===== src/rtl/hfl_pkg.sv =====
// ---------------------------------------------------------------------------
// hfl_pkg: shared types and constants for the fairshare level factor unit
// Bucket tables, 2^-(2^-k) constants and the sideband record of the chain.
// ---------------------------------------------------------------------------
package hfl_pkg;

  // Per-level bucket width and leftover bits, indexed by level count 0..64
  typedef logic [64:0][6:0] lv_tab_t;

  // Sideband that rides along with every transaction through the chain
  typedef struct packed {
    logic [63:0] parent;   // parent word
    logic        contrib;  // this level contributes a factor
    logic [5:0]  sh;       // bucket shift
    logic [63:0] m;        // all-ones bucket value minus one
  } side_t;

  function automatic lv_tab_t make_width_tab();
    lv_tab_t t;
    int      r;
    int      w;
    t = '0;
    for (int lv = 1; lv <= 64; lv++) begin
      r = 64;
      w = 0;
      for (int j = 0; j < 64; j++) begin
        if (r >= lv) begin
          r = r - lv;
          w = w + 1;
        end
      end
      t[lv] = 7'(w);
    end
    return t;
  endfunction

  function automatic lv_tab_t make_spare_tab();
    lv_tab_t t;
    int      r;
    t = '0;
    for (int lv = 1; lv <= 64; lv++) begin
      r = 64;
      for (int j = 0; j < 64; j++) begin
        if (r >= lv) r = r - lv;
      end
      t[lv] = 7'(r);
    end
    return t;
  endfunction

  localparam lv_tab_t WIDTH_TAB = make_width_tab();
  localparam lv_tab_t SPARE_TAB = make_spare_tab();

  // Integer square root, bit by bit (elaboration only)
  function automatic logic [63:0] isqrt64(input logic [63:0] x_in);
    logic [63:0] x;
    logic [63:0] res;
    logic [63:0] b;
    x   = x_in;
    res = '0;
    b   = 64'd1 << 62;
    for (int i = 0; i < 32; i++) begin
      if (x >= res + b) begin
        x   = x - (res + b);
        res = (res >> 1) + b;
      end else begin
        res = res >> 1;
      end
      b = b >> 2;
    end
    return res;
  endfunction

  // c_k ~ 2^-(2^-k) in Q0.32
  function automatic logic [31:0] pow_const(input int k);
    logic [63:0] c;
    c = isqrt64(64'd1 << 63);
    for (int j = 1; j < 32; j++) begin
      if (j < k) c = isqrt64(c << 32);
    end
    return c[31:0];
  endfunction

endpackage


===== src/rtl/hfl_pow_cell.sv =====
// ---------------------------------------------------------------------------
// hfl_pow_cell: one exponent cell
// For its ratio fraction bit, multiplies the running 2^-x by its constant.
// ---------------------------------------------------------------------------
module hfl_pow_cell
  import hfl_pkg::*;
#(
  parameter int K = 1
) (
  input  logic        clk,
  input  logic        rst,
  input  logic        en,
  input  logic        v_i,
  input  side_t       side_i,
  input  logic [31:0] frac_i,
  input  logic [5:0]  n_i,
  input  logic        big_i,
  input  logic [32:0] acc_i,
  output logic        v_o,
  output side_t       side_o,
  output logic [31:0] frac_o,
  output logic [5:0]  n_o,
  output logic        big_o,
  output logic [32:0] acc_o
);

  localparam logic [31:0] C   = pow_const(K);
  localparam int          BIT = 32 - K;

  logic [64:0] prod;

  assign prod = 65'(acc_i) * 65'(C);

  always_ff @(posedge clk) begin
    if (rst) begin
      v_o <= 1'b0;
    end else if (en) begin
      v_o <= v_i;
    end
  end

  always_ff @(posedge clk) begin
    if (en) begin
      side_o <= side_i;
      frac_o <= frac_i;
      n_o    <= n_i;
      big_o  <= big_i;
      acc_o  <= frac_i[BIT] ? prod[64:32] : acc_i;
    end
  end

endmodule


===== config.mk =====
export PLATFORM = sky130hd
export DESIGN_NAME = hfl_pow_cell
export DESIGN_NICKNAME = d
export VERILOG_FILES = /design/src/rtl/hfl_pkg.sv /design/src/rtl/hfl_pow_cell.sv
export SDC_FILE = /design/constraint.sdc
export NUM_CORES = 1
export LEC_CHECK = 0
export BUFFER_PORTS_ARGS = -buffer_cell sky130_fd_sc_hd__clkbuf_2
export CELL_PAD_IN_SITES_DETAIL_PLACEMENT = 1
export CELL_PAD_IN_SITES_GLOBAL_PLACEMENT = 2
export CORE_MARGIN = 2
export CORE_UTILIZATION = 39
export DETAILED_ROUTE_END_ITERATION = 10
export GPL_TIMING_DRIVEN = 0
export PLACE_DENSITY_LB_ADDON = 0.1
export SLEW_MARGIN = 10
export SYNTH_ARGS = -nofsm -noshare
export SYNTH_HDL_FRONTEND = slang
export SYNTH_SLANG_ARGS = --single-unit

===== constraint.sdc =====
create_clock -name clk -period 8.6 [get_ports clk]
set_clock_uncertainty 0.05 [all_clocks]
set_input_delay 0.43 -clock clk [delete_from_list [all_inputs] [get_ports clk]]
set_output_delay 0.43 -clock clk [all_outputs]
set_load 0.05 [all_outputs]

# Word-level counts from Yosys, hierarchy flattened

Index checks and enable logic that the tools add are counted.

Muxes and demuxes: 1
$mul: 1

Operators by type and width:

| operator                 | number |
|---|---|
| $mul A33 B32 Y65 const B | 1 |
| $mux W33                 | 1 |

Register bits after elaboration: 208
Output and inout port bits: 208
Word-level logic and storage cells: 11
Bits of input ports: 211

# Depth between registers and ports, before layout

Gate-level depths: netlist of run 1.

Depth after elaboration: 2
Mapped depth: 25
Depth with buffers taken out: 24

# Worst setup path after synthesis of run 1

OpenSTA, ideal clock, no wires.

Path kind: in2reg
From: input port acc_i[22]
To: register acc_o[29], data pin
Setup time: 0.260 ns
Stages: 25
Path buffers: 1
Required time: 8.290 ns
Arrival: 6.446 ns
Setup slack: 1.844 ns
Cell sequence: ha_1 > fa_1 > inv_1 > fa_1 > inv_1 > fa_1 > inv_1 > fa_1 > inv_1 > fa_1 > fa_1 > inv_1 > fa_1 > inv_1 > ha_1 > clkbuf_1 > nand2_1 > o21ai_0 > nor2_1 > o2111ai_1 > and2_1 > a2111o_1 > a41oi_2 > xnor2_1 > mux2_2

Word-level cells in the longest chain between the ends: 2

RTL lines:

| what                   | line               | text |
|---|---|---|
| start: declaration     | hfl_pow_cell.sv:18 | `input logic [32:0] acc_i,` |
| $mul A33 B32 Y65       | hfl_pow_cell.sv:32 | `assign prod = 65'(acc_i) * 65'(C);` |
| $mux W33               | hfl_pow_cell.sv:48 | `acc_o <= frac_i[BIT] ? prod[64:32] : acc_i;` |
| end signal: assignment | hfl_pow_cell.sv:48 |  |
| end: declaration       | hfl_pow_cell.sv:24 | `output logic [32:0] acc_o` |

Every way passes these cells.
A chain may end at the register's enable or synchronous reset.

# Final worst setup path of run 1

From: input port acc_i[27]
To: register acc_o[26], data pin

Same word-level chain as after synthesis.

==> results of run 1 <==
==> cell usage in the layout (no fill, tap or decap), types with 13 or more instances in the layout <==
cell and count:
and2_1 17, clkbuf_2 418, ha_1 445, clkbuf_1 22
nand4_1 25, edfxtp_1 207, xnor2_1 22, a21oi_1 71
nor2_1 32, clkbuf_16 23, o21bai_1 13, o21ai_0 36
inv_1 533, fa_1 380, dlygate4sd3_1 85, xor2_1 40
a21o_1 39, nand2_1 53, mux2_2 17
==> worst register-to-register path: cells and delay by family (launching register included) <==
kind	cells	cell delay, ns
DFF	1	0.32
and+or+nand+nor	1	0.07
muxes	1	0.13
==> path summary, 6_finish.rpt <==
check / startpoint / end / slack, ns / cells past startpoint
setup / recovery: acc_i[27] / acc_o[26]$_DFFE_PP_ / 1.02 / 26
hold / removal: side_i[0] / side_o[0]$_DFFE_PP_ / 0.02 / 1
setup reg to reg: v_o$_SDFFE_PP0P_ / v_o$_SDFFE_PP0P_ / 7.92 / 2
hold reg to reg: v_o$_SDFFE_PP0P_ / v_o$_SDFFE_PP0P_ / 0.51 / 2
==> per-stage QoR <==
stage	instances	setup WS, ns
after floorplan	2079	1.844
after global placement	3343	0.4129
after detailed placement	3344	0.4110
after CTS	3470	0.9722
after global routing	3472	0.6381
final	3473	1.020
==> per-layer routing <==
layer,up-vias,part of all wire,GRT usage
li1,7855,-,-
met3,76,0.033,0.02604
met4,2,0.022,0.05247
met2,378,0.50,0.4417
met1,8848,0.45,0.3407
met5,-,0.00015,0
==> area by class of cell <==
class,instances,share of cell area
diodes,3,0.0002539
inverters,533,0.06767
repair buffers,504,0.1008
well taps,846,0.03581
multi-input cells,1313,0.5535
flip-flops and latches,208,0.2109
clock buffers,26,0.01985
clock inverters,15,0.007703
plain buffers,25,0.003470
==> sequential cells by signal (all words and copies together) (netlist names) <==
| signal | count |
|---|---|
| acc_o | 33 |
| frac_o | 32 |
| side_o | 135 |
| v_o | 1 |
| big_o | 1 |
| n_o | 6 |
==> kinds of logic (layout without fill, tap and decap cells) <==
group,count (synthesis),in the layout
fa+ha+maj,825,825
buf+inv,558,1103
compound gates,220,220
flops,208,208
simple gates,180,180
xor+xnor,62,62
mux,26,26
other cells,0,3
==> repair_timing <==
| action | CTS | global route |
|---|---|---|
| hold endpoints to repair | 85 | 0 |
| resized for setup | 0 | 0 |
| setup endpoints to repair | 0 | 0 |
| hold buffers | 85 | 0 |
==> run metrics, run 1 <==
port bufs 418; core box area 62850 sq um; slew of the pin with the lowest slew margin 0.9749 ns; filler instances 6899; Yosys cell types 73; synth cell count leaders inv_1 (533), ha_1 (445), fa_1 (380), edfxtp_1 (207), a21oi_1 (71); Post-synth EDFFs 207; initial antenna violation count 4; Final Cycle Share 0.8814; area grow syn2layout 19.67%; syn_nets 3115; final WL 81210 um; cell family with most CP delay adder cells; vias in the first global route 19400; Synth Area in Adders 0.5333; clock sinks 208; Slew HR 0.3432; Synth area leaders fa_1 (31%), edfxtp_1 (25%), ha_1 (23%); # nets final 3644; post-detailed-route DRC marker count 0; Seq/Total Area, Yosys 0.2524; I/O Pins 419; Post-Synthesis Mean Instance Area 11.88 sq um; DRT Pass-1 Iters 5; antenna-violating nets left 0; die width 255.7 um; area occupied by multi-input gates 16360 sq um; FF+latch count, synth 208; Die Footprint 65370 sq um; worst skew pair latency 0.54 ns; worst setup path class in -> reg; Synth top area share 0.3079; Post-Syn Area 24700 sq um; Mapped Cells 2079; share of layout cells above drive strength 1 0.1867; most frequent CP cell fa_1; Congestion Overflow GR 0; Register Area 6236 sq um; Synth Area in Simple Gates 0.03728; setup_tns 0 ns; crit-path max FO 11; Largest stage delay, worst path 0.54 ns; clk slew on worst S/H paths 0.06 ns; TritonCTS clock tree done; Die Y 255.7 um; Clock Tree Buf Depth 3; Synth Area in Compound Gates 0.05845; ys flop type edfxtp_1; maximum number of pins on one net before global-route repair 106; Max Cap Viol 0; Max stage delay cell, worst path ha_1; Iter 0 DRT Violations 773; WP data required 8.84 ns; Setup crit start kind primary input; CP Data Arrival Time 7.82 ns; Routed WL per cell 23.38 um; Design Area, Final 29560 sq um; fraction of synthesized area in multiplexers 0.01140; largest family of logic cells by synthesized area adder cells; DR vias/cell 4.941; hold_ws 0.02457 ns; CTS buffer count 23; setup violators final 0; Max Slew Vio Count 0; Initial Util 0.3931; gpl congestion 0.9403; xor and xnor area share after synthesis 0.02198; Worst setup EP type flip-flop; placed cell area 27890 sq um; most common cell in the netlist inv_1; DR vias 17160; H-Tree Depth 1; RSZ-0062 raised after global routing false; clk root buf clkbuf_16; min-delay worst type in -> reg; leading area contributor after synthesis fa_1; Ys Warns 0; status finished clean; worst path bufs/invs 8; ys async rst share 0; num rows 92; final core utilization 0.4704; first-pass GRT wire length 124100 um; GRT Util Overall 0.2527; HPWL after detailed placement 68480 um; FMAX 0.1319 GHz; final hold violations 0; total setup buffers inserted after CTS 0; min Tclk post-route 7.580 ns
Power of run 1 is left out: the tool's default activity adds up to more than one toggle a clock period on the data nets, which glitch-free logic cannot reach.
==> run 2, diff against run 1 <==
--- a/config.mk
+++ b/config.mk
@@ -8,10 +8,12 @@
 export BUFFER_PORTS_ARGS = -buffer_cell sky130_fd_sc_hd__clkbuf_2
 export CELL_PAD_IN_SITES_DETAIL_PLACEMENT = 1
 export CELL_PAD_IN_SITES_GLOBAL_PLACEMENT = 2
+export CORE_ASPECT_RATIO = 0.75
 export CORE_MARGIN = 2
 export CORE_UTILIZATION = 39
 export DETAILED_ROUTE_END_ITERATION = 10
 export GPL_TIMING_DRIVEN = 0
+export HOLD_SLACK_MARGIN = 0.08
 export PLACE_DENSITY_LB_ADDON = 0.1
 export SLEW_MARGIN = 10
 export SYNTH_ARGS = -nofsm -noshare
==> constraint.sdc (replaced) <==
create_clock -name clk -period 8.6 [get_ports clk]
set_clock_uncertainty 0.05 [all_clocks]
set_input_delay 2.58 -clock clk [delete_from_list [all_inputs] [get_ports clk]]
set_output_delay 2.58 -clock clk [all_outputs]
set_load 0.05 [all_outputs]
==> run metrics, run 2 (same netlist as run 1, synthesis figures left out) <==
Routed WL per cell 24.25 um (+3.7%); final hold violations 0 (unchanged); Max Slew Vio Count 0 (unchanged); num rows 79 (-14%); maximum number of pins on one net before global-route repair 109 (+2.8%); die width 294.6 um (+15%); clock sinks 208 (unchanged); Max stage delay cell, worst path fa_2; most frequent cells in the layout inv_1 (518), clkbuf_2 (387), ha_1 (382), fa_1 (366), edfxtp_1 (207); most frequent CP cell fa_1; FMAX 0.1145 GHz (-13%); GRT Util Overall 0.2595 (+0.006824); CTS buffer count 24 (+4.3%); Iter 0 DRT Violations 978 (+27%); Slew HR 0.4294 (+0.08622); Initial Util 0.3961 (+0.003020); slew of the pin with the lowest slew margin 0.8559 ns (-0.1190 ns); Setup crit start kind primary input; Final Cycle Share 1.016 (+0.1344); DR vias 17400 (+1.4%); min Tclk post-route 8.736 ns (+1.156 ns); crit-path max FO 5 (-6); # nets final 3636 (-0.22%); first-pass GRT wire length 125000 um (+0.68%); H-Tree Depth 1 (unchanged); Clock Tree Buf Depth 3 (unchanged); hold_ws 0.4645 ns (+0.4400 ns); core box area 62370 sq um (-0.76%); gpl congestion 0.8934 (-5.0%); HPWL after detailed placement 69760 um (+1.9%); Biggest register side_o; PnR worst setup slack -0.1356 ns (-1.156 ns); antenna-violating nets left 0 (unchanged); worst setup path class in -> reg; setup_tns -0.7025 ns (-0.7025 ns); Largest register FFs 135 (unchanged); M2 GR Usage 0.3998 (-0.04185); Die Footprint 65390 sq um (about the same); I/O Pins 419 (unchanged); final WL 84110 um (+3.6%); area grow syn2layout 26.71%; M3 GR Usage 0.05343 (+0.02738); clk root buf clkbuf_16; clk slew on worst S/H paths 0.06 ns (about the same); Worst setup EP type flip-flop; initial antenna violation count 11 (+7); post-detailed-route DRC marker count 0 (unchanged); Max Cap Viol 0 (unchanged); setup violators final 10 (+10); CP Data Arrival Time 8.93 ns (+1.11 ns); WP data required 8.79 ns (-0.05 ns); Congestion Overflow GR 0 (unchanged); hold buffers post-CTS 0 (-100%); share of layout cells above drive strength 1 0.2847 (+0.09794); RSZ-0062 raised after global routing true; Die Y 222.0 um (-13%); TritonCTS clock tree done; DR vias/cell 5.017 (+1.5%); DRT Pass-1 Iters 5 (unchanged); status finished, violations left; worst skew pair latency 0.52 ns (-0.02 ns); met1 GRT Util 0.3746 (+0.03392); min-delay worst type reg -> reg; port bufs 418 (unchanged); Largest stage delay, worst path 0.59 ns (+0.05 ns); leading cell type in the layout, fill and taps excluded inv_1; top flop regs side_o: 135 flops, acc_o: 33 flops, frac_o: 32 flops; crit-path cells clkbuf_16 > ha_4 > buf_4 > fa_1 > fa_1 > inv_1 > fa_1 > inv_1 > fa_1 > fa_2 > fa_1 > fa_1 > ha_4 > and3_4 > nand2_1 > or4_4 > o31ai_4 > nand3_2 > o211ai_4 > a31oi_2 > xor2_1 > mux2i_2; failing checks negative setup slack; vias in the first global route 19410 (+0.021%); GR peak layer met2
## run 2: timing repair
action,4_1_cts,5_1_grt
resized for setup,193,121
buffers inserted,64,17
endpoints found under the hold margin,0,0
setup endpoints to repair,33,27
pin swaps,68,55
## run 2: worst paths after layout
path                          from                  end  slack, ns  depth (start not counted)
setup / recovery         acc_i[21]  acc_o[15]$_DFFE_PP_      -0.14                         22
hold / removal    v_o$_SDFFE_PP0P_     v_o$_SDFFE_PP0P_       0.46                          2
setup reg to reg  v_o$_SDFFE_PP0P_     v_o$_SDFFE_PP0P_       7.95                          2
hold reg to reg   v_o$_SDFFE_PP0P_     v_o$_SDFFE_PP0P_       0.46                          2
## run 2: metrics by stage
| step | setup slack [ns] | cells | area [sq um] | utilization |
|---|---|---|---|---|
| global placement | -1.737 | 3347 | 28230 | 0.4525 |
| floorplan | -0.09483 | 2079 | 25070 | - |
| CTS | -0.06796 | 3453 | 30650 | 0.4913 |
| detailed placement | -1.894 | 3348 | 28260 | 0.4531 |
| finish | -0.1356 | 3468 | 31300 | 0.5019 |
| global route | -0.2841 | 3467 | 31300 | 0.5018 |
## run 2: critical path, delay by kind of cell
kind,cells,cell delay (ns)
xor+xnor,1,0.27
compound gates,3,0.60
mux,1,0.16
simple gates,4,0.95
buf+inv,4,0.39
fa+ha+maj,9,3.95
## run 2: layout make-up
cell class	count	area, sq um
fillers	6528	31070
diodes	1	2.502
inverters	533	2007
flip-flops and latches	208	6236
well taps	850	1064
plain buffers	20	106.4
clock inverters	14	116.4
multi-input cells	1313	17730
repair buffers	500	3417
clock buffers	29	619.3
## run 2: metal layers
metal  routed length, um  up-vias
met4                2188        4
met5                  27        -
li1                    -     7845
met2               36940      494
met1               39190     8962
met3                5758       93
Power of run 2 is left out for the same reason.
==> run 3, diff against run 2 <==
--- a/config.mk
+++ b/config.mk
@@ -14,7 +14,9 @@
 export DETAILED_ROUTE_END_ITERATION = 10
 export GPL_TIMING_DRIVEN = 0
 export HOLD_SLACK_MARGIN = 0.08
+export MAX_ROUTING_LAYER = met4
 export PLACE_DENSITY_LB_ADDON = 0.1
+export SETUP_SLACK_MARGIN = 0.02
 export SLEW_MARGIN = 10
 export SYNTH_ARGS = -nofsm -noshare
 export SYNTH_HDL_FRONTEND = slang
==> run metrics, run 3 (same netlist as run 1, synthesis figures left out) <==
gpl congestion 0.8872 (-0.69%); maximum number of pins on one net before global-route repair 97 (-11%); FMAX 0.1136 GHz (-0.73%); PnR worst setup slack -0.2003 ns (-0.06463 ns); Iter 0 DRT Violations 762 (-22%); Die Footprint 65390 sq um (unchanged); DR vias 17270 (-0.74%); DR vias/cell 4.957 (-1.2%); hold buffers post-CTS 0 (unchanged); Worst setup EP type flip-flop; Largest register FFs 135 (unchanged); clk root buf clkbuf_16; CP Data Arrival Time 9.01 ns (+0.08 ns); min Tclk post-route 8.800 ns (+0.06463 ns); Largest stage delay, worst path 0.57 ns (-0.02 ns); # nets final 3644 (+0.22%); WP data required 8.81 ns (+0.02 ns); core box area 62370 sq um (unchanged); crit-path cells clkbuf_16 > ha_4 > buf_12 > fa_1 > fa_1 > inv_1 > fa_1 > inv_1 > fa_1 > fa_1 > fa_1 > fa_1 > ha_4 > a21oi_4 > o21ai_1 > a221oi_2 > o2111ai_1 > and2_4 > a2111o_1 > buf_4 > xor2_1 > mux2_4; Slew HR 0.5098 (+0.08042); DRT Pass-1 Iters 5 (unchanged); leading cell type in the layout, fill and taps excluded inv_1; CTS buffer count 24 (unchanged); most frequent cells in the layout inv_1 (520), clkbuf_2 (386), ha_1 (380), fa_1 (368), edfxtp_1 (207); Setup crit start kind primary input; Design Area, Final 31430 sq um (+0.40%); clock sinks 208 (unchanged); share of layout cells above drive strength 1 0.2864 (+0.001690); TritonCTS clock tree done; Max Cap Viol 0 (unchanged); setup violators final 11 (+1); top flop regs side_o: 135 flops, acc_o: 33 flops, frac_o: 32 flops; most frequent CP cell fa_1; Initial Util 0.3961 (unchanged); failing checks negative setup slack; num rows 79 (unchanged); Congestion Overflow GR 0 (unchanged); antenna-violating nets left 0 (unchanged); Routed WL per cell 24.36 um (+0.44%); first-pass GRT wire length 126300 um (+1.1%); RSZ-0062 raised after global routing true; placed cell area 28290 sq um (about the same); Max stage delay cell, worst path fa_1; slew of the pin with the lowest slew margin 0.7353 ns (-0.1206 ns); HPWL after detailed placement 70480 um (+1.0%); clk slew on worst S/H paths 0.07 ns (about the same); final core utilization 0.5039 (+0.002026); port bufs 418 (unchanged); post-detailed-route DRC marker count 0 (unchanged); min-delay worst type reg -> reg; final WL 84870 um (+0.90%); vias in the first global route 19380 (-0.16%); initial antenna violation count 16 (+5); Final Cycle Share 1.023 (+0.007515); GRT Util Overall 0.2710 (+0.01143); die width 294.6 um (unchanged); worst skew pair latency 0.54 ns (+0.02 ns); Clock Tree Buf Depth 3 (unchanged); status finished, violations left; Biggest register side_o; final hold violations 0 (unchanged); Die Y 222.0 um (unchanged); worst setup path class in -> reg; crit-path max FO 12 (+7); area grow syn2layout 27.22%; I/O Pins 419 (unchanged); H-Tree Depth 1 (unchanged); Max Slew Vio Count 0 (unchanged)
==> run 3: cell types whose count changed in the layout (fill, tap and decap cells not counted), moves of 4 or more <==
cell | before | now
xor2_1 | 37 | 33
clkbuf_1 | 17 | 21
diode_2 | 1 | 8
xor2_2 | 3 | 7
buf_4 | 71 | 75
==> run 3: worst paths after layout <==
check                                 startpoint             endpoint  slack [ns]  cells after the start
worst max-delay path                   acc_i[16]  acc_o[21]$_DFFE_PP_       -0.20                     22
worst min-delay path            v_o$_SDFFE_PP0P_     v_o$_SDFFE_PP0P_        0.45                      2
worst min register to register  v_o$_SDFFE_PP0P_     v_o$_SDFFE_PP0P_        0.45                      2
worst max register to register  v_o$_SDFFE_PP0P_     v_o$_SDFFE_PP0P_        7.97                      2
==> run 3: stage by stage <==
| step | cells | setup TNS [ns] | worst slack, ns | hold slack (ns) |
|---|---|---|---|---|
| 2_1_floorplan | 2079 | -0.2901 | -0.09483 | 0.6826 |
| 3_3_place_gp | 3347 | -39.08 | -1.730 | 0.4280 |
| 3_5_place_dp | 3349 | -40.92 | -1.767 | 0.4350 |
| 4_1_cts | 3456 | -0.5422 | -0.1083 | 0.4529 |
| 5_1_grt | 3482 | -4.072 | -0.3346 | 0.5058 |
| 6_report | 3484 | -1.148 | -0.2003 | 0.4505 |
==> run 3: layer usage <==
| layer | wire (um) | share of wire | track usage |
|---|---|---|---|
| met5 | 0 | 0 | - |
| met4 | 1825 | 0.022 | 0.05925 |
| met2 | 38420 | 0.45 | 0.4158 |
| met1 | 38880 | 0.46 | 0.3709 |
| met3 | 5748 | 0.068 | 0.05533 |
==> run 3: final cells by class <==
type / count / area [sq um]
Tap cell: 850 / 1064
Inverter: 533 / 2004
Buffer: 22 / 127.6
Timing Repair Buffer: 506 / 3500
Antenna cell: 8 / 20.02
Clock inverter: 12 / 97.59
Clock buffer: 32 / 630.6
Fill cell: 6572 / 30940
Multi-Input combinational cell: 1313 / 17750
Sequential cell: 208 / 6236
==> run 3: worst max-delay path: cells and delay by family <==
| kind | cells | cell delay, ns |
|---|---|---|
| adder cells (fa/ha/maj) | 9 | 3.89 |
| AO/OA/AOI/OAI | 5 | 1.27 |
| buffers and inverters | 5 | 0.63 |
| multiplexers | 1 | 0.31 |
| AND/OR/NAND/NOR | 1 | 0.18 |
| XOR/XNOR | 1 | 0.13 |
==> run 3: timing repair <==
action / CTS / global route
setup buffers: 64 / 22
gates resized for setup: 204 / 108
pin swaps: 69 / 45
endpoints found under the setup margin: 33 / 29
Power of run 3 is left out for the same reason.
