File: src/rtl/hfl_pkg.sv
// ---------------------------------------------------------------------------
// hfl_pkg: shared types and constants for the fairshare level factor unit
// Bucket tables, 2^-(2^-k) constants and the sideband record of the chain.
// ---------------------------------------------------------------------------
package hfl_pkg;

  // Per-level bucket width and leftover bits, indexed by level count 0..64
  typedef logic [64:0][6:0] lv_tab_t;

  // Sideband that rides along with every transaction through the chain
  typedef struct packed {
    logic [63:0] parent;   // parent word
    logic        contrib;  // this level contributes a factor
    logic [5:0]  sh;       // bucket shift
    logic [63:0] m;        // all-ones bucket value minus one
  } side_t;

  function automatic lv_tab_t make_width_tab();
    lv_tab_t t;
    int      r;
    int      w;
    t = '0;
    for (int lv = 1; lv <= 64; lv++) begin
      r = 64;
      w = 0;
      for (int j = 0; j < 64; j++) begin
        if (r >= lv) begin
          r = r - lv;
          w = w + 1;
        end
      end
      t[lv] = 7'(w);
    end
    return t;
  endfunction

  function automatic lv_tab_t make_spare_tab();
    lv_tab_t t;
    int      r;
    t = '0;
    for (int lv = 1; lv <= 64; lv++) begin
      r = 64;
      for (int j = 0; j < 64; j++) begin
        if (r >= lv) r = r - lv;
      end
      t[lv] = 7'(r);
    end
    return t;
  endfunction

  localparam lv_tab_t WIDTH_TAB = make_width_tab();
  localparam lv_tab_t SPARE_TAB = make_spare_tab();

  // Integer square root, bit by bit (elaboration only)
  function automatic logic [63:0] isqrt64(input logic [63:0] x_in);
    logic [63:0] x;
    logic [63:0] res;
    logic [63:0] b;
    x   = x_in;
    res = '0;
    b   = 64'd1 << 62;
    for (int i = 0; i < 32; i++) begin
      if (x >= res + b) begin
        x   = x - (res + b);
        res = (res >> 1) + b;
      end else begin
        res = res >> 1;
      end
      b = b >> 2;
    end
    return res;
  endfunction

  // c_k ~ 2^-(2^-k) in Q0.32
  function automatic logic [31:0] pow_const(input int k);
    logic [63:0] c;
    c = isqrt64(64'd1 << 63);
    for (int j = 1; j < 32; j++) begin
      if (j < k) c = isqrt64(c << 32);
    end
    return c[31:0];
  endfunction

endpackage

File: src/rtl/hfl_div_cell.sv
// ---------------------------------------------------------------------------
// hfl_div_cell: one restoring-division cell
// Brings in one numerator bit, trial-subtracts the divisor, emits one
// quotient bit and hands everything to the next cell.
// ---------------------------------------------------------------------------
module hfl_div_cell
  import hfl_pkg::*;
#(
  parameter int DEN_W = 22,
  parameter int Q_W   = 37
) (
  input  logic             clk,
  input  logic             rst,
  input  logic             en,
  input  logic             v_i,
  input  side_t            side_i,
  input  logic [DEN_W-1:0] den_i,
  input  logic [DEN_W-1:0] rem_i,
  input  logic [Q_W-1:0]   num_i,
  input  logic [Q_W-1:0]   q_i,
  output logic             v_o,
  output side_t            side_o,
  output logic [DEN_W-1:0] den_o,
  output logic [DEN_W-1:0] rem_o,
  output logic [Q_W-1:0]   num_o,
  output logic [Q_W-1:0]   q_o
);

  logic [DEN_W:0] cand;
  logic           ge;
  logic [DEN_W:0] diff;

  // trial subtract
  assign cand = {rem_i, num_i[Q_W-1]};
  assign ge   = cand >= {1'b0, den_i};
  assign diff = cand - {1'b0, den_i};

  always_ff @(posedge clk) begin
    if (rst) begin
      v_o <= 1'b0;
    end else if (en) begin
      v_o <= v_i;
    end
  end

  always_ff @(posedge clk) begin
    if (en) begin
      side_o <= side_i;
      den_o  <= den_i;
      rem_o  <= ge ? diff[DEN_W-1:0] : cand[DEN_W-1:0];
      num_o  <= {num_i[Q_W-2:0], 1'b0};
      q_o    <= {q_i[Q_W-2:0], ge};
    end
  end

endmodule

File: config.mk
export PLATFORM = sky130hd
export DESIGN_NAME = hfl_div_cell
export DESIGN_NICKNAME = d
export VERILOG_FILES = /design/src/rtl/hfl_pkg.sv /design/src/rtl/hfl_div_cell.sv
export SDC_FILE = /design/constraint.sdc
export NUM_CORES = 1
export LEC_CHECK = 0
export ABC_CLOCK_PERIOD_IN_PS = 3300
export BUFFER_PORTS_ARGS = -buffer_cell sky130_fd_sc_hd__buf_2
export CORE_AREA = 2 2 197 199
export DETAILED_ROUTE_END_ITERATION = 16
export DIE_AREA = 0 0 199 201
export PLACE_DENSITY = 0.6
export SETUP_SLACK_MARGIN = 0.3
export SYNTH_ARGS = -nofsm -noshare
export SYNTH_HDL_FRONTEND = slang
export SYNTH_SLANG_ARGS = --single-unit
File: constraint.sdc
create_clock -name clk -period 3.3 [get_ports clk]
set_input_delay 0.165 -clock clk [delete_from_list [all_inputs] [get_ports clk]]
set_output_delay 0.165 -clock clk [all_outputs]
set_load 0.1 [all_outputs]
* Word level (Yosys, flattened, before mapping) *
Index checks and enable logic that the tools add are counted.

word-level totals
  register bits = 253
  input bits = 257
  word-level logic and storage cells = 12

operators by class
  add/subtract/negate cells = 1
  $lt $le $gt $ge = 1
  multiplexer cells = 1

operators by type and width
  operator                                      number
  greater-or-equal comparator 23 x 22 -> 1 bit  1
  two-way mux 22 bit                            1
  subtractor 22 bit                             1

* Depth between registers and ports, before layout *
Gate-level depths: netlist of the first run.

  word-level depth = 2
  depth in mapped cells = 11

* Least setup slack after synthesis of the first run *
No wires, ideal clock.

  path kind = input-to-reg
  start point = input den_i[14]
  end point = register rem_o[10] (data pin)
  arrival time = 2.248 ns
  data required time = 3.040 ns
  path slack = 0.791 ns
  cell stages on the path = 11
  cell sequence = inv_1 ha_1 buf_2 and4_1 nand4_1 a211o_1 a2111o_1 and2_4 buf_6 buf_12 mux2_4

on the way
  cells in the longest elaborated chain, start to end = 2

RTL lines
  what                                          line                text
  start: declaration                            hfl_div_cell.sv:17  input logic [DEN_W-1:0] den_i,
  greater-or-equal comparator 23 x 22 -> 1 bit  hfl_div_cell.sv:35  assign ge = cand >= {1'b0, den_i};
  two-way mux 22 bit                            hfl_div_cell.sv:50  rem_o <= ge ? diff[DEN_W-1:0] : cand[DEN_W-1:0];
  end signal: assignment                        hfl_div_cell.sv:50
  end: declaration                              hfl_div_cell.sv:24  output logic [DEN_W-1:0] rem_o,

Every way passes these cells.
A chain may end at the register's enable or synchronous reset.

* Worst setup path after layout of the first run *
  start point = input den_i[4]
  end point = register rem_o[4] (data pin)

on the way
  cells in the longest elaborated chain, start to end = 2
  elaborated cells between the ends (all ways) = 3

RTL lines
  what                                                                               line
  subtractor 22 bit or greater-or-equal comparator 23 x 22 -> 1 bit (tied branches)  hfl_div_cell.sv:36, hfl_div_cell.sv:35
  two-way mux 22 bit (*)                                                             hfl_div_cell.sv:50

Every way passes the cells marked *; elsewhere a longest branch is shown, timed or not.

==> results of run 1 <==
-- stage by stage --
step,instance area [µm²],util,instances,power [mW],setup slack (ns)
5_1_grt,16000,0.420,1824,10.6,0.307
3_5_place_dp,12500,0.329,1518,6.89,0.489
3_3_place_gp,12500,0.329,1518,6.88,0.485
2_1_floorplan,9340,-,498,6.29,0.791
6_report,16000,0.420,1825,10.2,0.442
4_1_cts,16000,0.420,1824,10.3,0.489
-- registers in the layout, summed over array words and instances, names as in the netlist --
signal  flops
side_o    135
q_o        37
num_o      36
den_o      22
rem_o      22
v_o         1
-- critical path, stage by stage --
cell	delay [ns]
dlygate4sd3_1	0.56
buf_2	0.18
inv_1	0.06
ha_1	0.36
or2_2	0.31
a31oi_1	0.30
a211o_1	0.18
a2111o_1	0.20
and2_4	0.45
mux2_2	0.38
-- logic make-up (layout without fill, tap and decap cells) --
logic type,after synthesis,count (layout),share of synthesized area
multiplexers,21,21,0.0309
XOR/XNOR,15,15,0.0141
AND/OR/NAND/NOR,73,73,0.0411
adder cells (fa/ha/maj),23,23,0.0316
other,1,2,0.000401
AO/OA/AOI/OAI,73,73,0.0497
buffers and inverters,39,847,0.0198
flip-flops,253,253,0.812
-- power by group through the flow --
stage / registers (mW) / clock network (mW) / logic, mW
final: 3.93 / 3.13 / 3.15
after global routing: 3.95 / 3.35 / 3.25
after CTS: 3.93 / 3.24 / 3.16
after detailed placement: 3.99 / 0 / 2.90
after global placement: 3.98 / 0 / 2.89
after floorplan: 5.98 / 0 / 0.312
-- synth_stat cells (4+ instances only) --
cell and n:
nor4_1 4, edfxtp_1 252, xnor2_1 8, a21oi_1 25, nor3_1 5, xor2_1 7, mux2_4 15, o21ai_0 15
a21o_1 4, nor2_1 12, ha_1 22, inv_1 29, nand2_1 22, and4_1 4, nand3_1 5, o31ai_1 4
nand4_1 5
-- final cells by class --
class / count / area, µm² / area share
Antenna cell: 1 / 2.50 / 0.000156
Clock buffer: 32 / 737 / 0.0460
Clock inverter: 20 / 190 / 0.0119
Inverter: 29 / 109 / 0.00680
Multi-Input combinational cell: 206 / 1570 / 0.0980
Sequential cell: 253 / 7590 / 0.474
Tap cell: 518 / 648 / 0.0405
Timing Repair Buffer: 766 / 5160 / 0.323
-- final timing paths --
kind	start	endpoint	slack (ns)	depth (start not counted)
worst max register to register	v_o$_SDFFE_PP0P_	v_o$_SDFFE_PP0P_	2.17	3
worst min-delay path	rem_i[21]	rem_o[20]$_DFFE_PP_	0.23	5
worst max-delay path	den_i[4]	rem_o[4]$_DFFE_PP_	0.44	10
worst min register to register	v_o$_SDFFE_PP0P_	v_o$_SDFFE_PP0P_	1.04	3
-- layer usage --
metal  global-route usage  share of wire  vias up  routed length, µm
li1                     -              -     3519                  -
met1                0.169           0.38     3640              12100
met2                0.270           0.50      349              16200
met3               0.0437          0.082       64               2650
met4               0.0562          0.037        0               1200
met5                    0              0        -                  0
==> out/qor.txt, run 1 <==
run status: finished, final reports clean
cells taking the most area after synthesis: edfxtp_1 81%, ha_1 2.9%, mux2_4 2.4%
WL final: 32.2 mm
share of total power in sequential cells: 0.385
Core Area: 38100 µm²
share of flip-flops with an asynchronous set or reset: 0
IO Count: 511
Pins Over Slew Limit: 0
required time of the critical path: 3.59 ns
number of flops mapped to enable cells by yosys: 252
routed vias/inst: 4.15
switching pwr: 3.85 mW
peak supply drop: 0.586 mV
Initial Util: 0.245
largest net degree at the start of global routing: 76
sequential fraction of the synthesis area: 0.812
DP Wirelength: 22.7 mm
Setup crit start kind: input pin
P_int: 6.35 mW
area delta synth->final: 71.3%
Netlist Area Pre-Place: 9340 µm²
RSZ-0062 raised after global routing: false
root buffer cell: clkbuf_16
commonest non-fill, non-tap cell in the layout: buf_2
Yosys top cell area share: 0.810
Layout fillers: 3484
Slew @ Worst Pin: 0.599 ns
Final GP Congestion: 0.825
commonest cells after routing, fill and taps aside: 507 x buf_2, 254 x dlygate4sd3_1, 252 x edfxtp_1
vias in the first global route: 8125
slew margin rel.: 0.597
Ys Warns: 0
CTS tree: done
MaxCap Viol Count: 0
P per Cell Area: 637 nW/µm²
fmax: 350 MHz
CTS resizes: 0
syn nets: 778
Yosys cell types: 56
fin crit period: 2.86 ns
die span in x: 199 µm
critical path class: in -> reg
switch share: 0.377
Layout Skew: 0 ns
Post-Syn Area per Cell: 18.8 µm²
CTS Hold Bufs: 254
Total Routing Usage GR: 0.151
HP Class: in -> reg
Final setup viols: 0
port buffer count: 508
Detail Route Antenna Nets: 0
combinational share of power: 0.309
Synth Register Bits: 253
Cell Rows: 72
initial antenna violation count: 1
setup_tns: 0 ns
DRT Pass-1 Iters: 5
first-pass GRT wire length: 46.4 mm
layout cell share with drive strength beyond 1: 0.442
GRT Residual Overflow: 0
Iteration-0 DRC Markers: 368
Skew-Pair Late Insertion Delay: 0.53 ns
Clock Power Share: 0.307
Clock Sink Count: 253
Yosys top cell by area: edfxtp_1
Vias: 7572
CP Capture Type: flip-flop
Pleak: 6.82 nW
Die Footprint: 40000 µm²
Nets: 1565
hold violation count in the final report: 0
most used flip-flop cell after synthesis: edfxtp_1
Worst Path Max Fanout: 23
post-CTS setup buffers: 0
worst hold slack: 0.231 ns
Final period util: 0.866
CP arrival: 3.15 ns
H-Tree Depth: 1
CTS Buf Count: 29
wire length per cell: 17.6 µm
Die Y: 201 µm
Max Buffers Root-to-Sink: 3
clk slew on worst S/H paths: 0.06 ns
Synth Instances: 498
# DRC: 0
Power figures use the tool's default switching activity.
==> inputs of run 2 (changes only) <==
- CELL_PAD_IN_SITES_DETAIL_PLACEMENT: not set -> 0
- CELL_PAD_IN_SITES_GLOBAL_PLACEMENT: not set -> 2
- CORE_AREA: 2 2 197 199 -> 2 2 200 202
- DIE_AREA: 0 0 199 201 -> 0 0 202 204
- PLACE_DENSITY: 0.6 -> 0.79
==> out/qor.txt, run 2 (synthesis gave the netlist of run 1 again) <==
area delta synth->final: 71.0%
P per Cell Area: 630 nW/µm² (-1.2%)
RSZ-0062 raised after global routing: false
Nets: 1569 (+0.26%)
WL final: 34.6 mm (+7.4%)
peak supply drop: 0.359 mV (-39%)
Core Area: 39200 µm² (+2.8%)
critical path class: in -> reg
largest net degree at the start of global routing: 90 (+18%)
layout cell share with drive strength beyond 1: 0.445 (+0.00331)
crit path max-delay cell type: dlygate4sd3_1
Layout Skew: 0 ns (unchanged)
Worst Path Max Fanout: 23 (unchanged)
Slew @ Worst Pin: 0.714 ns (+0.115 ns)
Vias: 7617 (+0.59%)
CTS Buf Count: 29 (unchanged)
commonest cells after routing, fill and taps aside: 507 x buf_2, 253 x dlygate4sd3_1, 252 x edfxtp_1
cell depth of the worst hold path: 1 (-4)
R2R depth: 3 (unchanged)
initial antenna violation count: 2 (+1)
port buffer count: 508 (unchanged)
Final period util: 0.863 (-0.00365)
Pleak: 6.81 nW (-0.22%)
Max Buffers Root-to-Sink: 3 (unchanged)
post-CTS setup buffers: 0 (unchanged)
Worst R2R Setup Slack: 2.13 ns (-0.04 ns)
Skew-Pair Late Insertion Delay: 0.54 ns (about the same)
fmax: 351 MHz (+0.42%)
hold_sp: en
CP Cell Sequence: dlygate4sd3_1 -> buf_2 -> inv_1 -> ha_1 -> or2_2 -> a31oi_1 -> a211o_1 -> a2111o_1 -> and2_4 -> mux2_2
Final GP Congestion: 0.807 (-2.1%)
Die Y: 204 µm (+1.5%)
H-Tree Depth: 1 (unchanged)
DP Wirelength: 24.9 mm (+9.7%)
Total Routing Usage GR: 0.157 (+0.00598)
vias in the first global route: 7912 (-2.6%)
wire length per cell: 18.8 µm (+6.6%)
routed vias/inst: 4.14 (-0.17%)
Initial Util: 0.238 (-0.00674)
Clock Sink Count: 253 (unchanged)
Final setup viols: 0 (unchanged)
worst hold slack: 0.154 ns (-0.0769 ns)
die span in x: 202 µm (+1.5%)
commonest non-fill, non-tap cell in the layout: buf_2
HP Class: in -> reg
root buffer cell: clkbuf_16
Detail Route Antenna Nets: 0 (unchanged)
FF-to-FF End: v_o$_SDFFE_PP0P_
Worst Hold End: num_o[17]$_DFFE_PP_
MaxCap Viol Count: 0 (unchanged)
CTS Hold Bufs: 253 (-0.39%)
top flop regs: side_o x135, q_o x37, num_o x36
hold violation count in the final report: 0 (unchanged)
Die Footprint: 41200 µm² (+3.0%)
CTS resizes: 0 (unchanged)
Cell Rows: 73 (+1.4%)
Setup crit start kind: input pin
Worst Path Buf+Inv: 3 (unchanged)
Reg2Reg Launch Point: v_o$_SDFFE_PP0P_
fin crit period: 2.85 ns (-0.0121 ns)
Iteration-0 DRC Markers: 366 (-0.54%)
# DRC: 0 (unchanged)
Crit path largest cell delay: 0.52 ns (-0.04 ns)
GRT Residual Overflow: 0 (unchanged)
first-pass GRT wire length: 48.7 mm (+5.0%)
CP arrival: 3.15 ns (about the same)
setup_tns: 0 ns (unchanged)
required time of the critical path: 3.61 ns (+0.02 ns)
CTS tree: done
CP Capture Type: flip-flop
flip-flop count of the largest register after layout: 135 (unchanged)
IO Count: 511 (unchanged)
Pins Over Slew Limit: 0 (unchanged)
DRT Pass-1 Iters: 4 (-1)
slew margin rel.: 0.524 (-0.0724)
CP delay by family, top: buffers and inverters
Largest Register: side_o
run status: finished, final reports clean
clk slew on worst S/H paths: 0.06 ns (about the same)
-- run 2: changes by cell type in the layout (fill, tap and decap cells not counted) --
| cell | before | now |
|---|---|---|
| clkinv_2 | 4 | 6 |
| dlygate4sd3_1 | 254 | 253 |
| buf_12 | 3 | 2 |
| bufinv_16 | 3 | 0 |
| inv_6 | 2 | 3 |
| clkinvlp_4 | 3 | 5 |
| diode_2 | 1 | 2 |
| buf_4 | 1 | 7 |
-- run 2: area by class of cell --
cell class	instances	area, µm²
Tap cell	525	657
Clock buffer	32	737
Sequential cell	253	7590
Multi-Input combinational cell	206	1570
Timing Repair Buffer	770	5180
Inverter	29	109
Clock inverter	22	134
Antenna cell	2	5.00
Fill cell	3607	23200
-- run 2: worst max path at each step --
stage	from	cells past startpoint	to
finish	den_i[4]	10	rem_o[4]$_DFFE_PP_
global route	den_i[8]	10	rem_o[20]$_DFFE_PP_
CTS	den_i[4]	10	rem_o[1]$_DFFE_PP_
detailed placement	den_i[4]	9	rem_o[1]$_DFFE_PP_
global placement	den_i[4]	9	rem_o[4]$_DFFE_PP_
floorplan	den_i[14]	11	rem_o[10]$_DFFE_PP_
-- run 2: power breakdown --
group          internal [mW]  switching (mW)  leakage [nW]
registers               3.85          0.0676          2.47
logic                  0.658            2.52          3.92
clock network           1.62            1.34         0.416
total                   6.13            3.93          6.81
-- run 2: per-layer routing --
layer	GRT usage	wire length [µm]
met1	0.176	13000
met2	0.278	17300
met3	0.0423	2600
met4	0.0754	1750
met5	0	0
-- run 2: metrics by stage --
stage	total power, mW	area (µm²)	cells	worst slack [ns]	util
finish	10.1	16000	1839	0.454	0.408
global route	10.4	16000	1838	0.333	0.408
CTS	10.2	16000	1837	0.444	0.408
detailed placement	6.91	12600	1530	0.387	0.321
global placement	6.90	12600	1530	0.440	0.321
floorplan	6.29	9340	498	0.791	-
==> inputs of run 3 (changes only) <==
- REMOVE_ABC_BUFFERS: not set -> 1
==> out/qor.txt, run 3 (synthesis gave the netlist of run 1 again) <==
Detail Route Antenna Nets: 0 (unchanged)
CTS tree: done
Vias: 7651 (+0.45%)
clk slew on worst S/H paths: 0.06 ns (about the same)
peak supply drop: 0.370 mV (+3.0%)
Layout Skew: 0 ns (unchanged)
CP arrival: 3.16 ns (about the same)
run status: finished, final reports clean
post-CTS setup buffers: 0 (unchanged)
CP Capture Type: flip-flop
CP Cell Sequence: dlygate4sd3_1 -> buf_2 -> inv_1 -> ha_1 -> nor2b_1 -> o31ai_1 -> a211o_1 -> a2111o_1 -> and2_4 -> mux2_2
required time of the critical path: 3.62 ns (about the same)
Die Y: 204 µm (unchanged)
root buffer cell: clkbuf_16
Nets: 1564 (-0.32%)
GRT Residual Overflow: 0 (unchanged)
Final period util: 0.862 (about the same)
layout cell share with drive strength beyond 1: 0.446 (+0.000938)
initial antenna violation count: 7 (+5)
Multi-input gate area: 1570 µm² (unchanged)
RSZ-0062 raised after global routing: false
Initial Util: 0.238 (unchanged)
# DRC: 0 (unchanged)
flip-flop count of the largest register after layout: 135 (unchanged)
Crit path largest cell delay: 0.53 ns (about the same)
Cell Rows: 73 (unchanged)
Final setup viols: 0 (unchanged)
Setup crit start kind: input pin
Iteration-0 DRC Markers: 398 (+8.7%)
DP Wirelength: 25.0 mm (+0.33%)
Largest Register: side_o
Worst Path Max Fanout: 23 (unchanged)
slew margin rel.: 0.456 (-0.0679)
CTS Buf Count: 29 (unchanged)
fmax: 351 MHz (about the same)
MaxCap Viol Count: 0 (unchanged)
Layout fillers: 3589 (-0.50%)
commonest cells after routing, fill and taps aside: 507 x buf_2, 252 x edfxtp_1, 252 x dlygate4sd3_1
port buffer count: 508 (unchanged)
Skew-Pair Late Insertion Delay: 0.57 ns (+0.03 ns)
wire length per cell: 18.9 µm (+0.71%)
top flop regs: side_o x135, q_o x37, num_o x36
DRT Pass-1 Iters: 6 (+2)
Final Instance Area: 16000 µm² (+0.38%)
WL final: 34.8 mm (+0.60%)
Place WS: 0.421 ns (+0.0331 ns)
area delta synth->final: 71.7%
routed vias/inst: 4.16 (+0.56%)
largest net degree at the start of global routing: 102 (+13%)
crit path max-delay cell type: dlygate4sd3_1
Pleak: 6.84 nW (+0.50%)
Die Footprint: 41200 µm² (unchanged)
Total Routing Usage GR: 0.160 (+0.00241)
Worst Path Buf+Inv: 3 (unchanged)
Slew @ Worst Pin: 0.815 ns (+0.102 ns)
critical path class: in -> reg
fin crit period: 2.85 ns (-0.00111 ns)
Clock Sink Count: 253 (unchanged)
HP Class: in -> reg
P per Cell Area: 643 nW/µm² (+2.1%)
Sequential Area: 7590 µm² (unchanged)
setup ws final: 0.455 ns (+0.00111 ns)
CTS resizes: 0 (unchanged)
H-Tree Depth: 1 (unchanged)
Pins Over Slew Limit: 0 (unchanged)
Core Area: 39200 µm² (unchanged)
commonest non-fill, non-tap cell in the layout: buf_2
first-pass GRT wire length: 49.3 mm (+1.3%)
DP Area: 12500 µm² (-0.24%)
vias in the first global route: 7871 (-0.52%)
IO Count: 511 (unchanged)
hold violation count in the final report: 0 (unchanged)
setup_tns: 0 ns (unchanged)
die span in x: 202 µm (unchanged)
CP delay by family, top: compound AO/OA/AOI/OAI gates
Final GP Congestion: 0.850 (+5.3%)
Max Buffers Root-to-Sink: 3 (unchanged)
run 3: path summary, 6_finish.rpt:
kind | startpoint | to | slack [ns] | cells past startpoint
min | rem_i[2] | rem_o[3]$_DFFE_PP_ | 0.02 | 3
max reg2reg | v_o$_SDFFE_PP0P_ | v_o$_SDFFE_PP0P_ | 2.17 | 3
max | den_i[1] | rem_o[1]$_DFFE_PP_ | 0.45 | 10
min reg2reg | v_o$_SDFFE_PP0P_ | v_o$_SDFFE_PP0P_ | 1.04 | 3
run 3: cell type report:
cell class	count	area share
Tap cell	525	0.0410
Antenna cell	5	0.000780
Timing Repair Buffer	765	0.320
Inverter	29	0.00679
Sequential cell	253	0.473
Clock inverter	18	0.0107
Multi-Input combinational cell	206	0.0978
Clock buffer	36	0.0494
run 3: metrics by stage:
| stage | power (mW) | util | cells | hold WS, ns |
|---|---|---|---|---|
| floorplan | 6.28 | - | 488 | 0.237 |
| global placement | 6.88 | 0.320 | 1526 | 0.325 |
| detailed placement | 6.90 | 0.320 | 1526 | 0.324 |
| CTS | 10.4 | 0.409 | 1832 | 0.0482 |
| global route | 10.6 | 0.409 | 1835 | 0.0544 |
| finish | 10.3 | 0.409 | 1837 | 0.0246 |
run 3: power breakdown:
part / switching, mW / internal (mW)
Clock: 1.34 / 1.87
Combinational: 2.51 / 0.653
Sequential: 0.0746 / 3.86
Total: 3.93 / 6.38
run 3: repair_timing:
item	CTS	global route
endpoints found under the hold margin	251	0
hold buffers	252	0
endpoints found under the setup margin	0	2
run 3: tightest hold or removal path: stages:
cell and delay [ns]:
buf_2 0.12, nand3_1 0.11, o31ai_1 0.09
run 3: per-layer routing:
layer / track usage / share of wire / vias up
met5: 0 / 0.0010 / -
met4: 0.0657 / 0.046 / 6
met3: 0.0435 / 0.075 / 69
met2: 0.283 / 0.50 / 340
met1: 0.181 / 0.37 / 3716
li1: - / - / 3520
